[src/rtl/emtu_pkg.sv]
// Shared types and constants for the multi-turn encoder tracker.
`default_nettype none
package emtu_pkg;

    localparam int CFG_INDEX_BITS = 3;

    typedef logic [CFG_INDEX_BITS-1:0] cfg_index_t;

    localparam cfg_index_t REG_SHAFT_ZERO     = 3'd0;
    localparam cfg_index_t REG_ROTOR_ZERO     = 3'd1;
    localparam cfg_index_t REG_POLE_PAIRS     = 3'd2;
    localparam cfg_index_t REG_JUMP_THRESHOLD = 3'd3;

    localparam int POLE_BITS = 7;
    localparam int POLE_PRODUCT_BITS = 6;
    localparam logic [POLE_BITS-1:0] POLE_PAIRS_RESET = 7'd7;
    localparam logic [POLE_BITS-1:0] POLE_PAIRS_CAP = 7'd64;

    typedef struct packed {
        logic advance;
    } pipe_ctrl_t;

endpackage
`default_nettype wire

[src/rtl/emtu_cfg_regs.sv]
// Configuration register file of the multi-turn encoder tracker.
`default_nettype none
module emtu_cfg_regs #(
    parameter int ANGLE_BITS = 14
) (
    input  wire logic                     clk,
    input  wire logic                     rst_n,
    input  wire logic                     cfg_valid,
    output logic                          cfg_ready,
    input  wire emtu_pkg::cfg_index_t     cfg_index,
    input  wire logic [ANGLE_BITS-1:0]    cfg_data,
    output logic [ANGLE_BITS-1:0]         shaft_zero,
    output logic [ANGLE_BITS-1:0]         rotor_zero,
    output logic [emtu_pkg::POLE_BITS-1:0] pole_pairs,
    output logic [ANGLE_BITS-1:0]         jump_threshold
);
    import emtu_pkg::*;

    localparam logic [ANGLE_BITS-1:0] THRESHOLD_RESET =
        ANGLE_BITS'(1) << (ANGLE_BITS - 1);

    logic [ANGLE_BITS-1:0] shaft_zero_reg;
    logic [ANGLE_BITS-1:0] rotor_zero_reg;
    logic [POLE_BITS-1:0]  pole_pairs_reg;
    logic [ANGLE_BITS-1:0] jump_threshold_reg;

    assign cfg_ready = 1'b1;

    always_ff @(posedge clk or negedge rst_n)
    begin
        if (!rst_n)
        begin
            shaft_zero_reg     <= '0;
            rotor_zero_reg     <= '0;
            pole_pairs_reg     <= POLE_PAIRS_RESET;
            jump_threshold_reg <= THRESHOLD_RESET;
        end
        else if (cfg_valid && cfg_ready)
        begin
            unique case (cfg_index)
                REG_SHAFT_ZERO:     shaft_zero_reg     <= cfg_data;
                REG_ROTOR_ZERO:     rotor_zero_reg     <= cfg_data;
                REG_POLE_PAIRS:     pole_pairs_reg     <= cfg_data[POLE_BITS-1:0];
                REG_JUMP_THRESHOLD: jump_threshold_reg <= cfg_data;
                default:            ;
            endcase
        end
    end

    assign shaft_zero     = shaft_zero_reg;
    assign rotor_zero     = rotor_zero_reg;
    assign pole_pairs     = pole_pairs_reg;
    assign jump_threshold = jump_threshold_reg;

endmodule
`default_nettype wire

[src/rtl/emtu_track_core.sv]
// Offset, wrap detection, saturating revolution count and rotor angle product.
`default_nettype none
module emtu_track_core #(
    parameter int ANGLE_BITS = 14,
    parameter int REV_BITS   = 16
) (
    input  wire logic                              clk,
    input  wire logic                              rst_n,
    input  wire emtu_pkg::pipe_ctrl_t              ctrl,
    input  wire logic [ANGLE_BITS-1:0]             raw,
    input  wire logic [ANGLE_BITS-1:0]             shaft_zero,
    input  wire logic [ANGLE_BITS-1:0]             rotor_zero,
    input  wire logic [emtu_pkg::POLE_BITS-1:0]    pole_pairs,
    input  wire logic [ANGLE_BITS-1:0]             jump_threshold,
    output logic signed [REV_BITS+ANGLE_BITS-1:0]  position_next,
    output logic signed [REV_BITS-1:0]             revolutions_next,
    output logic [ANGLE_BITS+emtu_pkg::POLE_PRODUCT_BITS-1:0] rotor_next
);
    import emtu_pkg::*;

    localparam logic signed [REV_BITS-1:0] REV_MAX = {1'b0, {(REV_BITS-1){1'b1}}};
    localparam logic signed [REV_BITS-1:0] REV_MIN = {1'b1, {(REV_BITS-1){1'b0}}};

    logic [ANGLE_BITS-1:0]        prev_shaft_reg;
    logic signed [REV_BITS-1:0]   rev_count_reg;

    logic [ANGLE_BITS-1:0]        shaft;
    logic [ANGLE_BITS-1:0]        rotor;
    logic signed [ANGLE_BITS:0]   step;
    logic [ANGLE_BITS:0]          mag;
    logic                         wrap;
    logic [POLE_BITS-1:0]         pp;
    logic [ANGLE_BITS+POLE_BITS-1:0] product;

    always_comb
    begin
        shaft = raw - shaft_zero;
        rotor = raw - rotor_zero;
        step  = $signed({1'b0, shaft}) - $signed({1'b0, prev_shaft_reg});
        mag   = step[ANGLE_BITS] ? (ANGLE_BITS+1)'(-step) : step;
        wrap  = mag > {1'b0, jump_threshold};
        pp    = (pole_pairs > POLE_PAIRS_CAP) ? POLE_PAIRS_CAP : pole_pairs;

        revolutions_next = rev_count_reg;
        if (wrap)
        begin
            if (!step[ANGLE_BITS])
            begin
                if (rev_count_reg != REV_MIN)
                begin
                    revolutions_next = rev_count_reg - REV_BITS'(1);
                end
            end
            else if (rev_count_reg != REV_MAX)
            begin
                revolutions_next = rev_count_reg + REV_BITS'(1);
            end
        end

        position_next = {revolutions_next, shaft};
        product       = rotor * pp;
        rotor_next    = product[ANGLE_BITS+POLE_PRODUCT_BITS-1:0];
    end

    always_ff @(posedge clk or negedge rst_n)
    begin
        if (!rst_n)
        begin
            prev_shaft_reg <= '0;
            rev_count_reg  <= '0;
        end
        else if (ctrl.advance)
        begin
            prev_shaft_reg <= shaft;
            rev_count_reg  <= revolutions_next;
        end
    end

endmodule
`default_nettype wire

[src/rtl/encoder_multiturn_tracker_unit.sv]
// Top level of the multi-turn encoder tracker: input register, tracking stage, result register.
`default_nettype none
// The block takes one raw angle sample per transaction and returns one result per sample:
// the multi-turn shaft position, the saturating revolution count and the electrical rotor
// angle. It sustains one transaction per clock cycle while the output is not stalled; the
// rate is set by the revolution count update, which closes its loop inside the tracking
// stage between the input register and the result register. A sample is held in the
// input register while the result register is full and stalled. Configuration
// writes are always ready and take effect on the next sample.
module encoder_multiturn_tracker_unit #(
    parameter int ANGLE_BITS = 14,
    parameter int REV_BITS   = 16
) (
    input  wire logic                                  clk,
    input  wire logic                                  rst_n,
    input  wire logic                                  in_valid,
    output logic                                       in_stall,
    input  wire logic [ANGLE_BITS-1:0]                 raw_angle,
    output logic                                       out_valid,
    input  wire logic                                  out_stall,
    output logic signed [REV_BITS+ANGLE_BITS-1:0]      shaft_position,
    output logic signed [REV_BITS-1:0]                 revolutions,
    output logic [ANGLE_BITS+emtu_pkg::POLE_PRODUCT_BITS-1:0] rotor_electrical,
    input  wire logic                                  cfg_valid,
    output logic                                       cfg_ready,
    input  wire emtu_pkg::cfg_index_t                  cfg_index,
    input  wire logic [ANGLE_BITS-1:0]                 cfg_data
);
    import emtu_pkg::*;

    localparam int ROTOR_BITS = ANGLE_BITS + POLE_PRODUCT_BITS;

    logic [ANGLE_BITS-1:0] shaft_zero;
    logic [ANGLE_BITS-1:0] rotor_zero;
    logic [POLE_BITS-1:0]  pole_pairs;
    logic [ANGLE_BITS-1:0] jump_threshold;

    logic                  s1_valid_reg;
    logic [ANGLE_BITS-1:0] raw_reg;
    logic                  out_valid_reg;
    logic signed [REV_BITS+ANGLE_BITS-1:0] position_reg;
    logic signed [REV_BITS-1:0]            revolutions_reg;
    logic [ROTOR_BITS-1:0]                 rotor_reg;

    logic signed [REV_BITS+ANGLE_BITS-1:0] position_next;
    logic signed [REV_BITS-1:0]            revolutions_next;
    logic [ROTOR_BITS-1:0]                 rotor_next;

    logic       out_room;
    pipe_ctrl_t ctrl;

    assign out_room     = !out_valid_reg || !out_stall;
    assign ctrl.advance  = s1_valid_reg && out_room;
    assign in_stall      = s1_valid_reg && !out_room;

    emtu_cfg_regs #(
        .ANGLE_BITS (ANGLE_BITS)
    ) u_cfg (
        .clk            (clk),
        .rst_n          (rst_n),
        .cfg_valid      (cfg_valid),
        .cfg_ready      (cfg_ready),
        .cfg_index      (cfg_index),
        .cfg_data       (cfg_data),
        .shaft_zero     (shaft_zero),
        .rotor_zero     (rotor_zero),
        .pole_pairs     (pole_pairs),
        .jump_threshold (jump_threshold)
    );

    emtu_track_core #(
        .ANGLE_BITS (ANGLE_BITS),
        .REV_BITS   (REV_BITS)
    ) u_core (
        .clk              (clk),
        .rst_n            (rst_n),
        .ctrl             (ctrl),
        .raw              (raw_reg),
        .shaft_zero       (shaft_zero),
        .rotor_zero       (rotor_zero),
        .pole_pairs       (pole_pairs),
        .jump_threshold   (jump_threshold),
        .position_next    (position_next),
        .revolutions_next (revolutions_next),
        .rotor_next       (rotor_next)
    );

    always_ff @(posedge clk or negedge rst_n)
    begin
        if (!rst_n)
        begin
            s1_valid_reg  <= 1'b0;
            out_valid_reg <= 1'b0;
        end
        else
        begin
            if (!in_stall)
            begin
                s1_valid_reg <= in_valid;
            end
            if (out_room)
            begin
                out_valid_reg <= s1_valid_reg;
            end
        end
    end

    always_ff @(posedge clk)
    begin
        if (in_valid && !in_stall)
        begin
            raw_reg <= raw_angle;
        end
        if (ctrl.advance)
        begin
            position_reg    <= position_next;
            revolutions_reg <= revolutions_next;
            rotor_reg       <= rotor_next;
        end
    end

    assign out_valid        = out_valid_reg;
    assign shaft_position   = position_reg;
    assign revolutions      = revolutions_reg;
    assign rotor_electrical = rotor_reg;

    a_stall_only_when_full: assert property (@(posedge clk) disable iff (!rst_n)
        in_stall |-> (s1_valid_reg && out_valid_reg && out_stall))
        else $error("Input stalled while the pipeline has room.");

    a_advance_fills_output: assert property (@(posedge clk) disable iff (!rst_n)
        ctrl.advance |=> out_valid_reg)
        else $error("Tracked sample did not reach the result register.");

    a_position_matches_count: assert property (@(posedge clk) disable iff (!rst_n)
        out_valid_reg |-> (shaft_position[REV_BITS+ANGLE_BITS-1:ANGLE_BITS] == revolutions))
        else $error("Shaft position disagrees with the revolution count.");

endmodule
`default_nettype wire
[config.mk]
export PLATFORM = sky130hd
export DESIGN_NAME = encoder_multiturn_tracker_unit
export DESIGN_NICKNAME = d
export VERILOG_FILES = /design/src/rtl/emtu_pkg.sv /design/src/rtl/emtu_cfg_regs.sv /design/src/rtl/emtu_track_core.sv /design/src/rtl/encoder_multiturn_tracker_unit.sv
export SDC_FILE = /design/constraint.sdc
export NUM_CORES = 1
export LEC_CHECK = 0
export BUFFER_PORTS_ARGS = -buffer_cell sky130_fd_sc_hd__buf_2
export CAP_MARGIN = 20
export CORE_MARGIN = 2
export CORE_UTILIZATION = 45
export CTS_CLUSTER_DIAMETER = 200
export DETAILED_ROUTE_END_ITERATION = 10
export HOLD_SLACK_MARGIN = 0.06
export PLACE_DENSITY_LB_ADDON = 0.15
export SYNTH_ARGS = -nofsm -noshare
export SYNTH_HDL_FRONTEND = slang
export SYNTH_SLANG_ARGS = --single-unit
[constraint.sdc]
create_clock -name clk -period 9.58 [get_ports clk]
set_input_delay 0.479 -clock clk [delete_from_list [all_inputs] [get_ports clk]]
set_output_delay 0.479 -clock clk [all_outputs]
set_load 0.005 [all_outputs]
== Word level (Yosys, flattened, before mapping) ==
Cells that the tools add are included.

* Bitwise operators: 0
* Multiplexer cells: 6
* Shifts and indexed selects: 0
* Div/mod/pow operators: 0
* Add/sub/neg operators: 6
* Magnitude comparators: 2
* Multipliers: 1
* Equal/unequal tests: 5
* Reductions and logical operators: 13

{| class="wikitable"
|+ Operator list
! operator !! number
|-
| $mux 16 || 4
|-
| $ne 16x16->1 const B || 2
|-
| $sub 14x14->14 || 2
|-
| $mul 14x7->20 || 1
|-
| $add 16x2->16 const B || 1
|-
| $sub 16x2->16 const B || 1
|-
| $gt 15x14->1 || 1
|-
| $mux 15 || 1
|-
| $neg 15->15 || 1
|-
| $sub 14x14->15 || 1
|-
| $reduce_and 2->1 || 4
|-
| $gt 7x7->1 const B || 1
|-
| $mux 7 || 1
|-
| $eq 3x2->1 const B || 2
|-
| $logic_not 1->1 || 4
|-
| $eq 3x1->1 const B || 1
|-
| $logic_and 1x1->1 || 3
|-
| $logic_not 3->1 || 1
|-
| $logic_or 1x1->1 || 1
|}

* Word-level logic and storage cells: 45
* Memories: 0
* Input port bits: 36
* Bits in registers: 161
* Bits in latches: 0
* Memory bits (writable): 0
* Memory bits (read-only): 0

== Depth between registers and ports, before layout ==
Gate-level depths: netlist (run 1).

* Depth after elaboration: 6
* Mapped depth: 34
* Mapped depth without buffers: 30

== Modules after synthesis ==
A second synthesis (run 1) with hierarchy kept.

* Cells, all modules: 1275
* Area, all modules: 12639.6 um2

{| class="wikitable"
|+ Modules (own cells, without submodules)
! module !! times used !! sequential area each (um2) !! area each (um2) !! cells each
|-
| emtu_track_core || 1 || 750.7 || 8254.2 || 1078
|-
| encoder_multiturn_tracker_unit || 1 || 2452.4 || 2494.9 || 88
|-
| emtu_cfg_regs || 1 || 1231.2 || 1890.6 || 109
|}

== Least setup slack after synthesis (run 1) ==
No wires, ideal clock.

* Kind: register to register
* Start: register raw_reg[0]
* End: register rotor_reg[18] (netlist: rotor_electrical[18]) (data pin)
* Arrival time: 6.229 ns
* Required time: 9.322 ns
* Period minus slack after synthesis: 6.487 ns
* Setup slack: 3.093 ns
* Buffers on the path: 0
* Stages on the path, launching flop included: 27
* Setup time: 0.258 ns
* Cells stage by stage: edfxtp_1 > inv_1 > ha_1 > inv_1 > fa_1 > a21o_1 > a21oi_1 > o21bai_1 > a21oi_1 > o21ba_2 > o21ai_0 > nor2_1 > xor2_1 > nor2_1 > fa_1 > fa_1 > fa_1 > inv_1 > fa_1 > inv_1 > ha_1 > o21a_1 > a2111oi_0 > nor3_1 > a2111o_1 > a21oi_1 > xnor2_1

* Longest elaborated chain between the ends: 2

{| class="wikitable"
|+ Ends and longest elaborated chain
! element !! line !! RTL
|-
| start: declaration || encoder_multiturn_tracker_unit.sv:39 || <nowiki>logic [ANGLE_BITS-1:0] raw_reg;</nowiki>
|-
| start signal: assignment || encoder_multiturn_tracker_unit.sv:112 || <nowiki>raw_reg <= raw_angle;</nowiki>
|-
| $sub 14x14->14 || emtu_track_core.sv:38 || <nowiki>rotor = raw - rotor_zero;</nowiki>
|-
| $mul 14x7->20 || emtu_track_core.sv:61 || <nowiki>product = rotor * pp;</nowiki>
|-
| net rotor_next[18] || encoder_multiturn_tracker_unit.sv:47 || <nowiki>logic [ROTOR_BITS-1:0] rotor_next;</nowiki>
|-
| end signal: assignment || encoder_multiturn_tracker_unit.sv:118 || <nowiki>rotor_reg <= rotor_next;</nowiki>
|-
| end: declaration || encoder_multiturn_tracker_unit.sv:43 || <nowiki>logic [ROTOR_BITS-1:0] rotor_reg;</nowiki>
|}

The timed path passes the listed nets, and every way through them passes these cells.
A chain may end at the register's enable or synchronous reset.

== Worst setup path after layout (run 1) ==
Ends and elaborated chain as after synthesis.

==> flow_summary_export.csv, run 1 <==
group,metric,value,unit
status,status,"finished, final reports clean",
drt,drtIter0Drc,443,
sta,fin_tns_setup,0,ns
floorplan,fp.dieH,161.8,microns
finish,diodes,0,
logic_synthesis,synth-simple-area-share,0.1551,
hold_path,hp-start,"raw_angle[12]",
clock_network,path_clk_slew,0.07,ns
logic_synthesis,ys_seq_area_frac,0.3529,
sta,timing.slew.headroom,0.4025,
clock_network,cts_setup_buffers,0,
sta,clock_skew,0.01072,ns
sta,period_minus_slack,7.272,ns
worst_setup_path,r2r_start,"raw_reg[0]",
logic_synthesis,synth_edf_count,64,
sta,rsz0062_at_grt,"no",
sta,tightest_slew,0.8941,ns
place,routabilityCongestion,0.8428,
drt,finalWirelength,23.37,mm
worst_setup_path,worstSetupStartpoint,"raw_reg[0]",
logic_synthesis,syn-num-nets,1360,
finish,largest_register_ffs,30,
run,maxCapViolCount,0,
logic_synthesis,ys.flop_type,"dfrtp_1",
logic_synthesis,synth_cells,1168,
logic_synthesis,synth_top_family_by_area,"adder cells",
worst_setup_path,cpPeakStageDelay,0.66,ns
logic_synthesis,syn_avg_cell_area,9.593,sq um
drt,firstDrtPassIters,5,
worst_setup_path,crit_fanout,7,
logic_synthesis,ys_ff_latch,145,
drt,vias,8240,
floorplan,die_w,161.8,microns
sta,fmax,137.5,MHz
logic_synthesis,synth-xor-area-share,0.06957,
worst_setup_path,cpMostUsedCell,"fa_1",
global_routing,grt_first_pass_wirelength,40.25,mm
worst_setup_path,worst_setup_path_start_kind,"flip-flop",
global_routing,grt_pass1_vias,8199,
logic_synthesis,synthMuxAreaShare,0.02714,
worst_setup_path,slowest_stage,"a2111oi_0",
clock_network,clk_latency,0.44,ns
sta,slew_viol_final,0,
global_routing,grt_antenna_before_repair,0,
clock_network,clk_path_buf_depth,2,
finish,area_growth,12.32,%
drt,ant_nets,0,
finish,drive_gt1_frac,0.1487,
drt,route.detailed.drc,0,
clock_network,cts_max_level,4,
clock_network,cts_sinks,145,
clock_network,cts_tree,"done",
logic_synthesis,synthArstFlopShare,0.5586,
floorplan,fp-row-count,57,
logic_synthesis,ys_warn_count,0,
worst_setup_path,end_kind,"flip-flop",
worst_setup_path,path_class,"reg -> reg",
finish,nNetsFinal,1443,
hold_path,hp-class,"in -> reg",
place,dp_hpwl,18.08,mm
drt,wl_per_cell,14.72,microns
finish,final_area,12580,sq um
logic_synthesis,synth.distinct_cells,70,
clock_network,root_buffer,"clkbuf_16",
place,place_area,11960,sq um
sta,finalHoldViolCount,0,
worst_setup_path,arrival,7.46,ns
floorplan,initial_core_util,0.4594,
sta,setup_violations,0,
worst_setup_path,required,9.77,ns
finish,nFillCells,2307,
sta,fin_ws,2.308,ns
logic_synthesis,synth_compound_area_frac,0.1146,
clock_network,cts_inserted_buffers,17,
global_routing,gr-total-overflow,0,
floorplan,ioPinCount,105,
global_routing,grt.total_usage,0.1903,
logic_synthesis,synthAdderAreaFrac,0.2151,
global_routing,grt_max_degree,60,
drt,via_per_inst,5.189,
sta,fin_crit_sh,0.7591,
place,place_ws,2.330,ns
floorplan,coreArea,24390,sq um
place,io_buffer_count,103,
floorplan,die-area,26180,sq um
logic_synthesis,syn_area,11200,sq um
-- cells by family (layout without fill, tap and decap cells) --
| family | count (synthesis) | in the layout |
|---|---|---|
| AND/OR/NAND/NOR | 376 | 376 |
| AO/OA/AOI/OAI | 199 | 199 |
| buffers and inverters | 175 | 271 |
| adder cells (fa/ha/maj) | 156 | 156 |
| flip-flops | 145 | 145 |
| XOR/XNOR | 89 | 89 |
| multiplexers | 27 | 27 |
| other | 1 | 1 |
-- routing by layer --
| layer | global-route usage | vias up | part of all wire |
|---|---|---|---|
| met5 | 0 | - | 0 |
| met4 | 0.05672 | 0 | 0.016 |
| met3 | 0.03115 | 33 | 0.038 |
| met2 | 0.2940 | 165 | 0.44 |
| met1 | 0.2760 | 3938 | 0.50 |
| li1 | - | 4104 | - |
-- per-stage QoR --
step           hold WS [ns]  instances  utilization
4_1_cts              0.2074       1588       0.5160
3_3_place_gp         0.4013       1555       0.4903
2_1_floorplan        0.1834       1168            -
5_1_grt              0.2035       1588       0.5160
6_report             0.2189       1588       0.5160
3_5_place_dp         0.4010       1555       0.4903
-- cell usage after synthesis (8+ instances only) --
cell type  number  area (sq um)
clkbuf_1       24         90.09
nand2b_1       17         106.4
a21o_1         10         75.07
inv_1         127         476.7
xnor2_1        45         394.1
nand3_1        12         60.06
buf_4          17         127.6
edfxtp_1       64          1922
o21a_1         16         120.1
nor3_1         32         160.2
a31oi_1         8         50.05
nand4_1         8         50.05
xor2_1         44         385.4
fa_1           61          1221
and2_1          9         56.30
a21oi_1        35         175.2
nand2_1        82         307.8
o31ai_1        12         90.09
ha_1           95          1189
mux2_2         27         304.0
dfrtp_1        77          1927
nor2b_1        14         87.58
o21ai_0        67         335.3
and3_1         11         68.82
nor2_1        160         600.6
-- what timing repair did --
action	in CTS	in global routing
hold endpoints to repair	19	0
gates resized for setup	0	0
hold buffers	1	0
setup endpoints to repair	0	0
-- cells in the final DEF, fill, tap and decap left out, types with 35 or more instances in the layout --
cell type and count:
a21oi_1 35, buf_2 102, dfrtp_1 77, edfxtp_1 64, fa_1 61, ha_1 95, inv_1 126, nand2_1 82
nor2_1 160, o21ai_0 67, xnor2_1 45, xor2_1 44
-- final cells by class --
| class | instances | area (sq um) | area share |
|---|---|---|---|
| Tap cell | 324 | 405.4 | 0.03221 |
| Clock inverter | 13 | 173.9 | 0.01382 |
| Inverter | 128 | 480.5 | 0.03818 |
| Sequential cell | 145 | 3954 | 0.3142 |
| Multi-Input combinational cell | 848 | 6548 | 0.5203 |
| Timing Repair Buffer | 111 | 580.6 | 0.04613 |
| Clock buffer | 19 | 442.9 | 0.03520 |
-- critical path: cells and delay by family, from the launching register on --
| kind | cells | cell delay, ns |
|---|---|---|
| compound gates | 11 | 2.67 |
| buf+inv | 4 | 0.24 |
| flops | 1 | 0.35 |
| simple gates | 2 | 0.29 |
| xor+xnor | 2 | 0.62 |
| fa+ha+maj | 7 | 2.84 |
-- final timing paths --
kind                                            end  slack (ns)  cells after the start
min reg2reg                               out_valid        0.48                      1
max in group asynchronous  u_core.prev_shaft_reg[4]        7.99                      3
min in group asynchronous  u_core.rev_count_reg[11]        0.48                      2
max reg2reg                    rotor_electrical[18]        2.31                     26
min                                     raw_reg[12]        0.22                      1
max                            rotor_electrical[18]        2.31                     26
Power of run 1 is left out: the tool's default activity adds up to more than one toggle a clock period on the data nets, which glitch-free logic cannot reach.
==> run 2, diff against run 1 <==
- clock period: 9.58 -> 7.1 ns (I/O delays scaled with it)
==> flow_summary_export.csv, run 2 (synthesis gave the netlist of run 1 again) <==
group,metric,value,unit
worst_setup_path,required,7.27,ns
drt,wl_per_cell,14.94,microns
worst_setup_path,arrival,6.79,ns
finish,drive_gt1_frac,0.1655,
clock_network,clk_latency,0.42,ns
worst_setup_path,slowest_stage,"fa_1",
sta,slew_viol_final,0,
worst_setup_path,path_cells,"ha_1, nor2b_1, o31a_1, o41a_1, a211oi_1, xor2_2, nor2_1, fa_1, fa_1, fa_1, inv_1, fa_1, inv_1, ha_1, nor3_2, nor2_1, a31oi_2, nor2b_1, o21a_1, o41a_1, a31o_2, xnor2_1",
place,routabilityCongestion,0.8339,
floorplan,die-area,26180,sq um
clock_network,path_clk_slew,0.06,ns
floorplan,fp-row-count,57,
finish,area_growth,14.32,%
run,maxCapViolCount,0,
floorplan,initial_core_util,0.4594,
global_routing,grt_antenna_before_repair,0,
worst_setup_path,cpPeakStageDelay,0.54,ns
clock_network,cts_tree,"done",
finish,final_common_cell,"nor2_1",
sta,tightest_slew,0.8818,ns
drt,route.detailed.drc,0,
drt,finalWirelength,23.98,mm
sta,finalHoldViolCount,0,
finish,diodes,0,
drt,drtIter0Drc,557,
sta,period_minus_slack,6.620,ns
finish,largest_register_ffs,30,
floorplan,die_w,161.8,microns
hold_path,hp-class,"in -> reg",
global_routing,gr-total-overflow,0,
drt,ant_nets,0,
sta,clock_skew,0.009854,ns
worst_setup_path,path_class,"reg -> reg",
worst_setup_path,worst_setup_path_start_kind,"flip-flop",
finish,nNetsFinal,1460,
place,io_buffer_count,103,
finish,final_cell_mix,"nor2_1, inv_1, buf_2",
worst_setup_path,cpMostUsedCell,"fa_1",
floorplan,fp.dieH,161.8,microns
worst_setup_path,crit_family,"adder cells",
clock_network,cts_inserted_buffers,17,
clock_network,cts_max_level,4,
sta,rsz0062_at_grt,"no",
global_routing,grt_first_pass_wirelength,40.69,mm
place,dp_hpwl,18.44,mm
clock_network,root_buffer,"clkbuf_16",
floorplan,coreArea,24390,sq um
global_routing,grt_pass1_vias,8278,
worst_setup_path,worst-path-buf-inv,2,
sta,fin_crit_sh,0.9324,
drt,vias,8398,
sta,fin_tns_setup,0,ns
sta,timing.slew.headroom,0.4090,
drt,via_per_inst,5.232,
status,status,"finished, final reports clean",
global_routing,grt_max_degree,72,
floorplan,ioPinCount,105,
worst_setup_path,crit_fanout,7,
global_routing,grt.total_usage,0.1923,
sta,setup_violations,0,
clock_network,cts_sinks,145,
clock_network,clk_path_buf_depth,2,
worst_setup_path,end_kind,"flip-flop",
drt,firstDrtPassIters,6,
sta,fmax,151.1,MHz
-- run 2: routing by layer --
metal  GRT usage  up-vias  routed length (microns)
li1            -     4144                        -
met1      0.2767     4036                    11950
met2      0.3039      197                    10710
met3     0.02988       21                     1027
met4     0.05189        0                      293
met5           0        -                        0
-- run 2: path summary, 6_finish.rpt --
| kind | start | endpoint | slack [ns] | cells past startpoint |
|---|---|---|---|---|
| setup / recovery | raw_reg[1] | rotor_electrical[19] | 0.48 | 22 |
| hold / removal | raw_angle[4] | raw_reg[4] | 0.10 | 1 |
| setup reg to reg | raw_reg[1] | rotor_electrical[19] | 0.48 | 22 |
| hold reg to reg | s1_valid_reg | out_valid | 0.48 | 1 |
| max in group asynchronous | rst_n | u_cfg.jump_threshold[6] | 5.60 | 3 |
| min in group asynchronous | rst_n | u_core.rev_count_reg[11] | 0.39 | 2 |
-- run 2: stage by stage --
| step | hold slack [ns] | util | setup WS (ns) | cells | area [sq um] |
|---|---|---|---|---|---|
| 2_1_floorplan | 0.05941 | - | 0.6131 | 1168 | 11200 |
| 3_3_place_gp | 0.3022 | 0.4956 | 0.2917 | 1569 | 12090 |
| 3_5_place_dp | 0.3025 | 0.4956 | 0.1846 | 1569 | 12090 |
| 4_1_cts | 0.08952 | 0.5221 | 0.1458 | 1602 | 12730 |
| 5_1_grt | 0.09004 | 0.5251 | 0.003221 | 1605 | 12810 |
| 6_report | 0.1048 | 0.5251 | 0.4800 | 1605 | 12810 |
-- run 2: cell type report --
type / count / area [sq um]
inverter: 128 / 480.5
timing repair buffer: 128 / 733.2
clock inverter: 9 / 156.4
tap: 324 / 405.4
sequential: 145 / 3954
fill: 2300 / 11580
clock buffer: 23 / 479.2
multi-input combinational: 848 / 6600
-- run 2: repair_timing --
action,4_1_cts,5_1_grt
hold buffers,1,0
endpoints found under the setup margin,0,4
buffers inserted,0,3
hold endpoints to repair,22,0
resized for setup,0,12
Power of run 2 is left out for the same reason.
